## src/hdl/ptp_pkg.sv

```systemverilog
// Shared types and constants for the priority thread picker.
// Used by ptp_ctrl, ptp_datapath and priority_thread_picker; no dependencies.
package ptp_pkg;

    typedef enum logic [1:0] {
        CMD_TICK   = 2'd0,
        CMD_ADD    = 2'd1,
        CMD_REMOVE = 2'd2,
        CMD_UPDATE = 2'd3
    } cmd_code_t;

    localparam int PADDR_W = 3;
    // value of the word index bit of paddr that selects schedule_enable
    localparam logic REG_IDX_ENABLE = 1'b0;

    // controller -> datapath
    typedef struct packed {
        logic latch_item;
        logic tick_inc;
        logic first_pick;
        logic rd_cur;
        logic wr_last_cur;
        logic cap_cur;
        logic idx_clear;
        logic idx_inc;
        logic add_write;
        logic set_fail;
        logic slot_edit;
        logic scan_eval;
        logic pass_inc;
        logic out_load;
    } dp_cmd_t;

    // datapath -> controller
    typedef struct packed {
        cmd_code_t cmd;
        logic      cur_valid;
        logic      out_free;
        logic      idx_free;
        logic      idx_last;
        logic      scan_last;
    } dp_stat_t;

endpackage

```

## src/hdl/ptp_ctrl.sv

```systemverilog
// Sequencing state machine of the priority thread picker.
// Depends on ptp_pkg; drives ptp_datapath through dp_cmd_t.
module ptp_ctrl
    import ptp_pkg::*;
(
    input  logic     aclk,
    input  logic     aresetn,
    input  logic     s_valid,
    output logic     s_ready,
    input  logic     sched_en,
    input  dp_stat_t stat,
    output dp_cmd_t  cmd
);

    typedef enum logic [5:0] {
        ST_IDLE      = 6'b000001,
        ST_EXEC      = 6'b000010,
        ST_ADD_SCAN  = 6'b000100,
        ST_PASS_LOAD = 6'b001000,
        ST_PASS_SCAN = 6'b010000,
        ST_DONE      = 6'b100000
    } state_t;

    state_t state_reg, state_next;

    always_ff @(posedge aclk) begin
        if (!aresetn) begin
            state_reg <= ST_IDLE;
        end else begin
            state_reg <= state_next;
        end
    end

    always_comb begin
        cmd        = '0;
        s_ready    = 1'b0;
        state_next = state_reg;
        unique case (state_reg)
            ST_IDLE: begin
                s_ready = stat.out_free;
                if (s_valid && stat.out_free) begin
                    cmd.latch_item = 1'b1;
                    state_next     = ST_EXEC;
                end
            end
            ST_EXEC: begin
                unique case (stat.cmd)
                    CMD_TICK: begin
                        cmd.tick_inc = 1'b1;
                        if (sched_en && stat.cur_valid) begin
                            // stamp current slot, fetch its fields
                            cmd.rd_cur      = 1'b1;
                            cmd.wr_last_cur = 1'b1;
                            cmd.idx_clear   = 1'b1;
                            state_next      = ST_PASS_LOAD;
                        end else begin
                            cmd.first_pick = sched_en;
                            state_next     = ST_DONE;
                        end
                    end
                    CMD_ADD: begin
                        cmd.idx_clear = 1'b1;
                        state_next    = ST_ADD_SCAN;
                    end
                    CMD_REMOVE, CMD_UPDATE: begin
                        cmd.slot_edit = 1'b1;
                        state_next    = ST_DONE;
                    end
                endcase
            end
            ST_ADD_SCAN: begin
                if (stat.idx_free) begin
                    cmd.add_write = 1'b1;
                    state_next    = ST_DONE;
                end else if (stat.idx_last) begin
                    cmd.set_fail = 1'b1;
                    state_next   = ST_DONE;
                end else begin
                    cmd.idx_inc = 1'b1;
                end
            end
            ST_PASS_LOAD: begin
                cmd.cap_cur = 1'b1;
                cmd.idx_inc = 1'b1;
                state_next  = ST_PASS_SCAN;
            end
            ST_PASS_SCAN: begin
                // evaluate slot read last cycle, fetch the next one
                cmd.scan_eval = 1'b1;
                cmd.idx_inc   = 1'b1;
                if (stat.scan_last) begin
                    cmd.pass_inc = 1'b1;
                    state_next   = ST_DONE;
                end
            end
            ST_DONE: begin
                cmd.out_load = 1'b1;
                state_next   = ST_IDLE;
            end
            default: begin
                state_next = ST_IDLE;
            end
        endcase
    end

endmodule

```

## src/hdl/ptp_datapath.sv

```systemverilog
// Slot table, counters, current-thread registers and result register.
// Depends on ptp_pkg; controlled by ptp_ctrl.
module ptp_datapath
    import ptp_pkg::*;
#(
    parameter int MAX_THREADS = 8
) (
    input  logic        aclk,
    input  logic        aresetn,
    input  dp_cmd_t     cmd,
    output dp_stat_t    stat,
    input  logic [1:0]  s_command,
    input  logic [2:0]  s_slot,
    input  logic [7:0]  s_priority_req,
    input  logic        s_ready_req,
    input  logic [63:0] s_wake_time,
    output logic        m_valid,
    input  logic        m_ready,
    output logic        m_status,
    output logic [2:0]  m_given_slot,
    output logic        m_current_valid,
    output logic [2:0]  m_current_slot,
    output logic [63:0] m_time_now
);

    localparam int IDXW = $clog2(MAX_THREADS);
    localparam logic [IDXW-1:0] LAST_IDX = IDXW'(MAX_THREADS - 1);

    typedef struct packed {
        logic        rdy;
        logic [7:0]  prio;
        logic [63:0] wake;
    } attr_t;

    // latched item
    cmd_code_t   cmd_reg;
    logic [2:0]  slot_reg;
    logic [7:0]  prio_reg;
    logic        rdy_reg;
    logic [63:0] wake_reg;

    logic [MAX_THREADS-1:0] used_reg;
    logic [MAX_THREADS-1:0] written_reg;
    attr_t       attr_mem [MAX_THREADS];
    logic [63:0] last_mem [MAX_THREADS];

    logic [63:0]     tick_reg, pass_reg;
    logic [IDXW-1:0] cur_slot_reg;
    logic            cur_valid_reg;
    logic [7:0]      cur_prio_reg;
    logic [63:0]     cur_wake_reg, cur_last_reg;
    logic [IDXW-1:0] idx_reg;

    attr_t           attr_rd_reg;
    logic [63:0]     last_rd_reg;
    logic [IDXW-1:0] rd_slot_reg;
    logic            rd_written_reg, rd_used_reg;

    logic            status_reg;
    logic [2:0]      given_reg;

    logic            m_valid_reg, m_status_reg, m_cur_valid_reg;
    logic [2:0]      m_given_reg, m_cur_slot_reg;
    logic [63:0]     m_time_reg;

    logic [IDXW-1:0] slot_idx, rd_addr, attr_wa, last_wa;
    logic            slot_ok, attr_we, last_we;
    attr_t           attr_wd, attr_rd;
    logic [63:0]     last_wd;
    logic            cand, prio_ok, cur_sleeps, older, take;

    assign slot_idx = IDXW'(slot_reg);
    assign slot_ok  = (32'(slot_reg) < 32'(MAX_THREADS)) && used_reg[slot_idx];
    assign rd_addr  = cmd.rd_cur ? cur_slot_reg : idx_reg;

    // attribute write port: add at scan index, update at item slot
    assign attr_we = cmd.add_write ||
                     (cmd.slot_edit && slot_ok && (cmd_reg == CMD_UPDATE));
    assign attr_wa = cmd.add_write ? idx_reg : slot_idx;
    assign attr_wd = '{rdy: rdy_reg, prio: prio_reg, wake: wake_reg};

    assign last_we = cmd.add_write || cmd.wr_last_cur;
    assign last_wa = cmd.add_write ? idx_reg : cur_slot_reg;
    assign last_wd = cmd.add_write ? 64'd0 : pass_reg;

    always_ff @(posedge aclk) begin
        if (attr_we) begin
            attr_mem[attr_wa] <= attr_wd;
        end
        attr_rd_reg <= attr_mem[rd_addr];
    end

    always_ff @(posedge aclk) begin
        if (last_we) begin
            last_mem[last_wa] <= last_wd;
        end
        last_rd_reg <= last_mem[rd_addr];
    end

    always_ff @(posedge aclk) begin
        rd_slot_reg    <= rd_addr;
        rd_written_reg <= written_reg[rd_addr];
        rd_used_reg    <= used_reg[rd_addr];
    end

    // never-written entries read as their reset value
    assign attr_rd    = rd_written_reg ? attr_rd_reg : '0;
    assign cand       = rd_used_reg && attr_rd.rdy && (attr_rd.wake <= tick_reg);
    assign prio_ok    = attr_rd.prio >= cur_prio_reg;
    assign cur_sleeps = cur_wake_reg >= tick_reg;
    assign older      = last_rd_reg < cur_last_reg;
    assign take       = cmd.scan_eval && cand && (prio_ok || cur_sleeps) && older;

    always_ff @(posedge aclk) begin
        if (cmd.latch_item) begin
            cmd_reg  <= cmd_code_t'(s_command);
            slot_reg <= s_slot;
            prio_reg <= s_priority_req;
            rdy_reg  <= s_ready_req;
            wake_reg <= s_wake_time;
        end
        if (cmd.cap_cur) begin
            cur_prio_reg <= attr_rd.prio;
            cur_wake_reg <= attr_rd.wake;
            cur_last_reg <= pass_reg;
        end else if (take) begin
            cur_prio_reg <= attr_rd.prio;
            cur_wake_reg <= attr_rd.wake;
            cur_last_reg <= last_rd_reg;
        end
        if (cmd.idx_clear) begin
            idx_reg <= '0;
        end else if (cmd.idx_inc && (idx_reg != LAST_IDX)) begin
            idx_reg <= idx_reg + 1'b1;
        end
        if (cmd.latch_item) begin
            status_reg <= 1'b0;
            given_reg  <= 3'd0;
        end else if (cmd.set_fail || (cmd.slot_edit && !slot_ok)) begin
            status_reg <= 1'b1;
        end else if (cmd.add_write) begin
            given_reg <= 3'(idx_reg);
        end
        if (cmd.out_load) begin
            m_status_reg    <= status_reg;
            m_given_reg     <= given_reg;
            m_cur_valid_reg <= cur_valid_reg;
            m_cur_slot_reg  <= 3'(cur_slot_reg);
            m_time_reg      <= tick_reg;
        end
    end

    always_ff @(posedge aclk) begin
        if (!aresetn) begin
            used_reg      <= '0;
            written_reg   <= '0;
            tick_reg      <= '0;
            pass_reg      <= '0;
            cur_slot_reg  <= '0;
            cur_valid_reg <= 1'b0;
            m_valid_reg   <= 1'b0;
        end else begin
            if (cmd.add_write) begin
                used_reg[idx_reg]    <= 1'b1;
                written_reg[idx_reg] <= 1'b1;
            end else if (cmd.slot_edit && slot_ok) begin
                if (cmd_reg == CMD_REMOVE) begin
                    used_reg[slot_idx] <= 1'b0;
                end else begin
                    written_reg[slot_idx] <= 1'b1;
                end
            end
            if (cmd.tick_inc) begin
                tick_reg <= tick_reg + 64'd1;
            end
            if (cmd.first_pick || cmd.pass_inc) begin
                pass_reg <= pass_reg + 64'd1;
            end
            if (cmd.first_pick) begin
                cur_slot_reg  <= '0;
                cur_valid_reg <= 1'b1;
            end else if (take) begin
                cur_slot_reg <= rd_slot_reg;
            end
            if (cmd.out_load) begin
                m_valid_reg <= 1'b1;
            end else if (m_ready) begin
                m_valid_reg <= 1'b0;
            end
        end
    end

    assign stat.cmd       = cmd_reg;
    assign stat.cur_valid = cur_valid_reg;
    assign stat.out_free  = !m_valid_reg || m_ready;
    assign stat.idx_free  = !used_reg[idx_reg];
    assign stat.idx_last  = (idx_reg == LAST_IDX);
    assign stat.scan_last = (rd_slot_reg == LAST_IDX);

    assign m_valid         = m_valid_reg;
    assign m_status        = m_status_reg;
    assign m_given_slot    = m_given_reg;
    assign m_current_valid = m_cur_valid_reg;
    assign m_current_slot  = m_cur_slot_reg;
    assign m_time_now      = m_time_reg;

endmodule

```

## src/hdl/priority_thread_picker.sv

```systemverilog
// Priority thread picker: one item in, one item out, one item at a time.
// Tick without scheduling, remove and update run through EXEC and DONE; add scans slots
// from index 0 up to the first free slot (the whole table when it is full); a tick with a
// selection pass scans every slot, one slot read per cycle from the slot table memory. The next item is taken
// once the result leaves. Reset (aresetn low, synchronous) clears slot valid bits,
// counters, current thread and schedule_enable; table entries never written read as zero.
module priority_thread_picker
    import ptp_pkg::*;
#(
    parameter int MAX_THREADS = 8
) (
    input  logic               aclk,
    input  logic               aresetn,
    // APB configuration
    input  logic               psel,
    input  logic               penable,
    input  logic               pwrite,
    input  logic [PADDR_W-1:0] paddr,
    input  logic [31:0]        pwdata,
    output logic [31:0]        prdata,
    output logic               pready,
    // command items
    input  logic               s_valid,
    output logic               s_ready,
    input  logic [1:0]         s_command,
    input  logic [2:0]         s_slot,
    input  logic [7:0]         s_priority_req,
    input  logic               s_ready_req,
    input  logic [63:0]        s_wake_time,
    // result items
    output logic               m_valid,
    input  logic               m_ready,
    output logic               m_status,
    output logic [2:0]         m_given_slot,
    output logic               m_current_valid,
    output logic [2:0]         m_current_slot,
    output logic [63:0]        m_time_now
);

    logic     sched_en_reg;
    logic     reg_sel;
    dp_cmd_t  cmd;
    dp_stat_t stat;

    assign reg_sel = (paddr[2] == REG_IDX_ENABLE);
    assign pready  = 1'b1;
    assign prdata  = reg_sel ? {31'd0, sched_en_reg} : 32'd0;

    always_ff @(posedge aclk) begin
        if (!aresetn) begin
            sched_en_reg <= 1'b0;
        end else if (psel && penable && pwrite && reg_sel) begin
            sched_en_reg <= pwdata[0];
        end
    end

    ptp_ctrl u_ctrl (
        .aclk     (aclk),
        .aresetn  (aresetn),
        .s_valid  (s_valid),
        .s_ready  (s_ready),
        .sched_en (sched_en_reg),
        .stat     (stat),
        .cmd      (cmd)
    );

    ptp_datapath #(
        .MAX_THREADS (MAX_THREADS)
    ) u_datapath (
        .aclk            (aclk),
        .aresetn         (aresetn),
        .cmd             (cmd),
        .stat            (stat),
        .s_command       (s_command),
        .s_slot          (s_slot),
        .s_priority_req  (s_priority_req),
        .s_ready_req     (s_ready_req),
        .s_wake_time     (s_wake_time),
        .m_valid         (m_valid),
        .m_ready         (m_ready),
        .m_status        (m_status),
        .m_given_slot    (m_given_slot),
        .m_current_valid (m_current_valid),
        .m_current_slot  (m_current_slot),
        .m_time_now      (m_time_now)
    );

    // an accepted item finds the result register empty in the next cycle
    a_out_empty_after_accept: assert property (@(posedge aclk) disable iff (!aresetn)
        (s_valid && s_ready) |=> !m_valid)
        else $error("result register not empty after item accept");

    // once chosen, a current thread never goes away
    a_cur_valid_sticky: assert property (@(posedge aclk) disable iff (!aresetn)
        $past(stat.cur_valid) |-> stat.cur_valid)
        else $error("current thread valid dropped");

    // a failed command reports no slot
    a_fail_no_slot: assert property (@(posedge aclk) disable iff (!aresetn)
        (m_valid && m_status) |-> (m_given_slot == 3'd0))
        else $error("failed item reports a given slot");

endmodule

```

## config.mk

```make
export PLATFORM = sky130hd
export DESIGN_NAME = priority_thread_picker
export DESIGN_NICKNAME = d
export VERILOG_FILES = /design/src/hdl/ptp_pkg.sv /design/src/hdl/ptp_ctrl.sv /design/src/hdl/ptp_datapath.sv /design/src/hdl/priority_thread_picker.sv
export SDC_FILE = /design/constraint.sdc
export NUM_CORES = 2
export LEC_CHECK = 0
export BUFFER_PORTS_ARGS = -buffer_cell sky130_fd_sc_hd__clkbuf_2
export CAP_MARGIN = 20
export CORE_ASPECT_RATIO = 0.75
export CORE_MARGIN = 2
export CORE_UTILIZATION = 40
export DETAILED_ROUTE_END_ITERATION = 6
export SLEW_MARGIN = 40
export SYNTH_ARGS = -nofsm -noshare
export SYNTH_HDL_FRONTEND = slang
export SYNTH_SLANG_ARGS = --single-unit
```

## constraint.sdc

```tcl
create_clock -name aclk -period 7.8 [get_ports aclk]
set_input_delay 1.56 -clock aclk [delete_from_list [all_inputs] [get_ports aclk]]
set_output_delay 1.56 -clock aclk [all_outputs]
set_load 0.01 [all_outputs]
```

# == Yosys cells after proc, flatten, opt, wreduce, memory -nomap -nowiden ==
# Memories as Yosys holds them, arrays and structs flattened. A register that Yosys moved wholly into a read port is not among the register bits.
# Cells that the tools add are included.
# classes
multipliers,0
magnitude_cmp,9
muxes,66
n_reduce_logical,36
n_addsub,3
shifts,0
n_eq_ne,16
bitwise,8
div,0
# op_table
cell,count
64-bit two-way mux,5
"64-bit by 1-bit adder with 64-bit output, second input constant",2
73-bit two-way mux,1
64-bit >= comparator,1
64-bit less-or-equal comparator,1
64-bit < comparator,1
8-bit two-way mux,8
6-bit two-way mux,5
6-bit case mux with 5 select lines,1
1-bit two-way mux,29
8-bit OR,3
6-bit case mux with 3 select lines,1
1-bit logical AND,16
1-bit binary-select mux with 3-bit select,4
"3-bit by 4-bit < comparator with 1-bit output, second input constant",3
3-bit two-way mux,3
8-bit AND,1
8-bit >= comparator,1
4-bit two-way mux,2
8-bit inverter,1
2-bit nonzero test,4
1-bit demux with 3-bit select,2
"3-bit equality test, second input constant",2
"6-bit by 1-bit equality test with 1-bit output, second input constant",1
other kinds (21),40
# totals
mem_bits_rw,1096
ff_bits,454
latch_bits,0
output_inout_bits,107
mem_count,2
romBits,0
# memory_table
memory,words,word_bits,rd,rd_clocked_by_memory_dff,write_ports,line,source
u_datapath.attr_mem,8,73,1,1,1,ptp_datapath.sv:44,attr_t attr_mem [MAX_THREADS];
u_datapath.last_mem,8,64,1,1,1,ptp_datapath.sv:45,logic [63:0] last_mem [MAX_THREADS];

# == Longest topological paths before layout ==
# logic_depth
ltp_word,9
mapped_depth,13
depth_no_buf,10

# == By module ==
# A second synthesis with hierarchy kept.
# hier_totals
hier_cells,5624
area_unflattened_um2,68539.5
# by_module_without_submodules
module,instances,cells_per_inst,area_per_inst_um2
ptp_datapath,1,5522,67733.7
ptp_ctrl,1,62,490.5
priority_thread_picker,1,40,315.3

# == Worst setup path before layout ==
# Ideal clock, no wire load.
# synth_timing
path_kind,reg2reg
start,register u_ctrl.state_reg[3]
end,"register u_datapath.m_cur_slot_reg[0], in the netlist u_datapath.m_current_slot[0], enable pin"
path_stages_with_launch,5
arrival_ns,5.773
n_path_buf,1
setup_ns,0.593
path_slack_ns,1.434
path_cell_list,dfxtp_1 -> clkbuf_1 -> nor3_1 -> nand2b_1 -> nor3_1
# synth_lines
element,line,source
from (decl),ptp_ctrl.sv:24,"state_t state_reg, state_next;"
from (signal assigned),ptp_ctrl.sv:30,state_reg <= state_next;
to (signal assigned),ptp_datapath.sv:148,m_cur_slot_reg <= 3'(cur_slot_reg);
to (decl),ptp_datapath.sv:63,"logic [2:0] m_given_reg, m_cur_slot_reg;"

==> flow_summary.json <==
{
  "status": "finished clean",
  "critPathKind": "flop to flop",
  "htree_levels": 4,
  "ctsResizeCount": 0,
  "path_max_fanout": 55,
  "port_buffers": 161,
  "die_w_um": 482,
  "synth_top_area_share_pct": 60.6,
  "drive_above_1_share_pct": 9.81,
  "finalNonFillerCells": 8153,
  "cap_violations": 0,
  "grt_max_degree": 181,
  "final_util_pct": 45.7,
  "finalWeightedCongestion": 0.835,
  "cts_buffers": 162,
  "ctsRootBufferMaster": "clkbuf_16",
  "synth_top_area_cell": "edfxtp_1",
  "tns_ns": 0,
  "grt_pass1_wl_mm": 250,
  "ir_drop_v": 0.000171,
  "clockBufferDepth": 3,
  "ctsHoldBuffers": 0,
  "hold_path_class": "flop to flop",
  "syn_area_um2": 68400,
  "leakagePower_nw": 28.4,
  "startpoint_type": "flop",
  "slowest_delay_ns": 0.88,
  "finalSetupViolCount": 0,
  "avgViaCountPerCell": 5.20,
  "worst_pin_slew_ns": 0.914,
  "pin_count": 227,
  "cp.arrival_ns": 5.69,
  "wl_per_cell_um": 20.1,
  "dp.cells": 7844,
  "fin_skew_ns": 0.0308,
  "grt_usage_pct": 18.6,
  "initial_utilization_pct": 40.3,
  "final_cell_mix": "1382 x edfxtp_1, 1357 x nand2_1, 745 x nand3_1, 304 x dfxtp_1, 238 x and2_1",
  "finalCritPeriodShare_pct": 67.4,
  "crit_required_ns": 8.23,
  "mostFrequentLayoutCell": "edfxtp_1",
  "nNetsFinal": 6072,
  "max_slew_margin_pct": 38.5,
  "die_area_um2": 174000,
  "yosysWarnings": 0,
  "synth-edff-count": 1382,
  "synth_async_sr_flop_share_pct": 0,
  "syn_inst": 5619,
  "synth.distinct_cells": 71,
  "hold_violations": 0,
  "synth_seq_area_share_pct": 69.6,
  "rows": 131,
  "cts.sinks": 1687,
  "die_h_um": 362,
  "crit_path_end_kind": "flop",
  "grt_pass1_vias": 40500,
  "rsz0062_at_grt": "no",
  "cpMaxStageDelayCell": "nor4_1",
  "fin_crit_ns": 5.26,
  "antenna_found_initial": 6,
  "synthFlopType": "edfxtp_1",
  "grt_overflow": 0,
  "synth.avg_cell_area_um2": 12.2,
  "firstDrtPassIters": 5,
  "netlist_top_cells_area": "edfxtp_1 61%, dfxtp_1 8.9%, nand2_1 7.4%",
  "crit_top_cell": "buf_4",
  "cts_setup_buffers": 0,
  "p_total_w": 0.0182,
  "clk_pin_slew_worst_paths_ns": 0.06,
  "vias": 42400,
  "area_growth_pct": 13.4,
  "crit_chain": "buf_4, and2_1, ha_1, and4_1, nand4_1, nor4_1, mux2i_1, nand2_1, o311a_1, nand3_1, nand2_4, buf_4",
  "largest_register_ffs": 584,
  "slew_violations": 0,
  "final_antenna_net_count": 0,
  "power_density_nw_per_um2": 234,
  "first_iter_violations": 3771,
  "synth_seq_cells": 1687,
  "clkLatencyLatePin_ns": 0.80,
  "routed_wl_mm": 164,
  "coreArea_um2": 170000,
  "drc": 0,
  "cts_tree": "built",
  "holdWs_ns": 0.429,
  "maxClockFrequency_mhz": 190,
  "hpwlAfterDp_mm": 94.5
}
## area by class of cell
type,instances,area [µm²]
fill,15200,92400
inverter,160,626
antenna,1,2.50
multi-input combinational,3504,19300
clock buffer,232,4500
tap,2261,2830
timing repair buffer,234,1740
clock inverter,74,978
sequential,1687,47600
## report_power, final
part | switching, W | internal (W) | total, W
Combinational | 0.000126 | 0.0000412 | 0.000167
Clock | 0.00344 | 0.00463 | 0.00806
Sequential | 0.000123 | 0.00982 | 0.00994
## worst paths after layout
check	from	slack (ns)	cells past startpoint	to
max	u_datapath.rd_written_reg	2.54	12	u_datapath.cur_wake_reg[17]
max reg2reg	u_datapath.rd_written_reg	2.54	12	u_datapath.cur_wake_reg[17]
min reg2reg	u_datapath.tick_reg[11]	0.43	0	u_datapath.m_time_now[11]
min	u_datapath.tick_reg[11]	0.43	0	u_datapath.m_time_now[11]
## routing by layer
metal | GRT usage (%) | vias to the layer above | share of wire [%]
li1 | - | 20200 | -
met1 | 28.0 | 21000 | 48
met2 | 28.0 | 1052 | 45
met3 | 2.75 | 201 | 5.1
met4 | 4.69 | 0 | 2.0
met5 | 0 | - | 0
## through the flow
stage                     instance area [µm²]  setup WS, ns
after floorplan                         68500          1.43
after global placement                  71800          2.69
after detailed placement                72100          2.59
after CTS                               77500          2.59
after global routing                    77600          2.38
final                                   77600          2.54
## cells by family after synthesis
group	after synthesis	synth area share, %
and+or+nand+nor	2679	18.0
DFF	1687	69.6
buffers and inverters	458	2.69
AOI/OAI and AO/OA	417	3.55
adders and majority gates	203	3.71
xor gates and xnor gates	106	1.36
muxes	67	1.16
other	2	0.0110
## critical path: cells and delay by family (launching register included)
kind / cells / cell delay (ns)
flops: 1 / 0.47
buf+inv: 2 / 1.07
mux: 1 / 0.16
simple gates: 7 / 2.55
fa+ha+maj: 1 / 0.17
compound gates: 1 / 0.33
## cells in the mapped netlist, types with 3 or more instances
master,n
ha_1,203
o21a_1,11
inv_1,158
buf_2,4
and4_1,18
nand4b_1,6
a21o_1,21
nand3_1,746
buf_1,13
clkbuf_1,249
nor2_1,90
a2111oi_0,3
or3_1,27
o31ai_1,3
o21ai_0,207
a221oi_1,3
nor3_2,4
a21oi_1,80
mux4_2,4
nand2b_1,9
nor3_1,35
a21boi_0,24
buf_4,32
xnor2_1,85
xor2_1,21
a211oi_1,9
mux2_2,56
o211ai_1,8
a31oi_1,22
edfxtp_1,1382
nor4_1,16
o31a_1,3
nand4_1,65
dfxtp_1,305
mux2i_1,7
nor2b_1,21
or4_1,5
and2_1,238
nand2_1,1358
and3_1,25
Power figures use the tool's default switching activity.
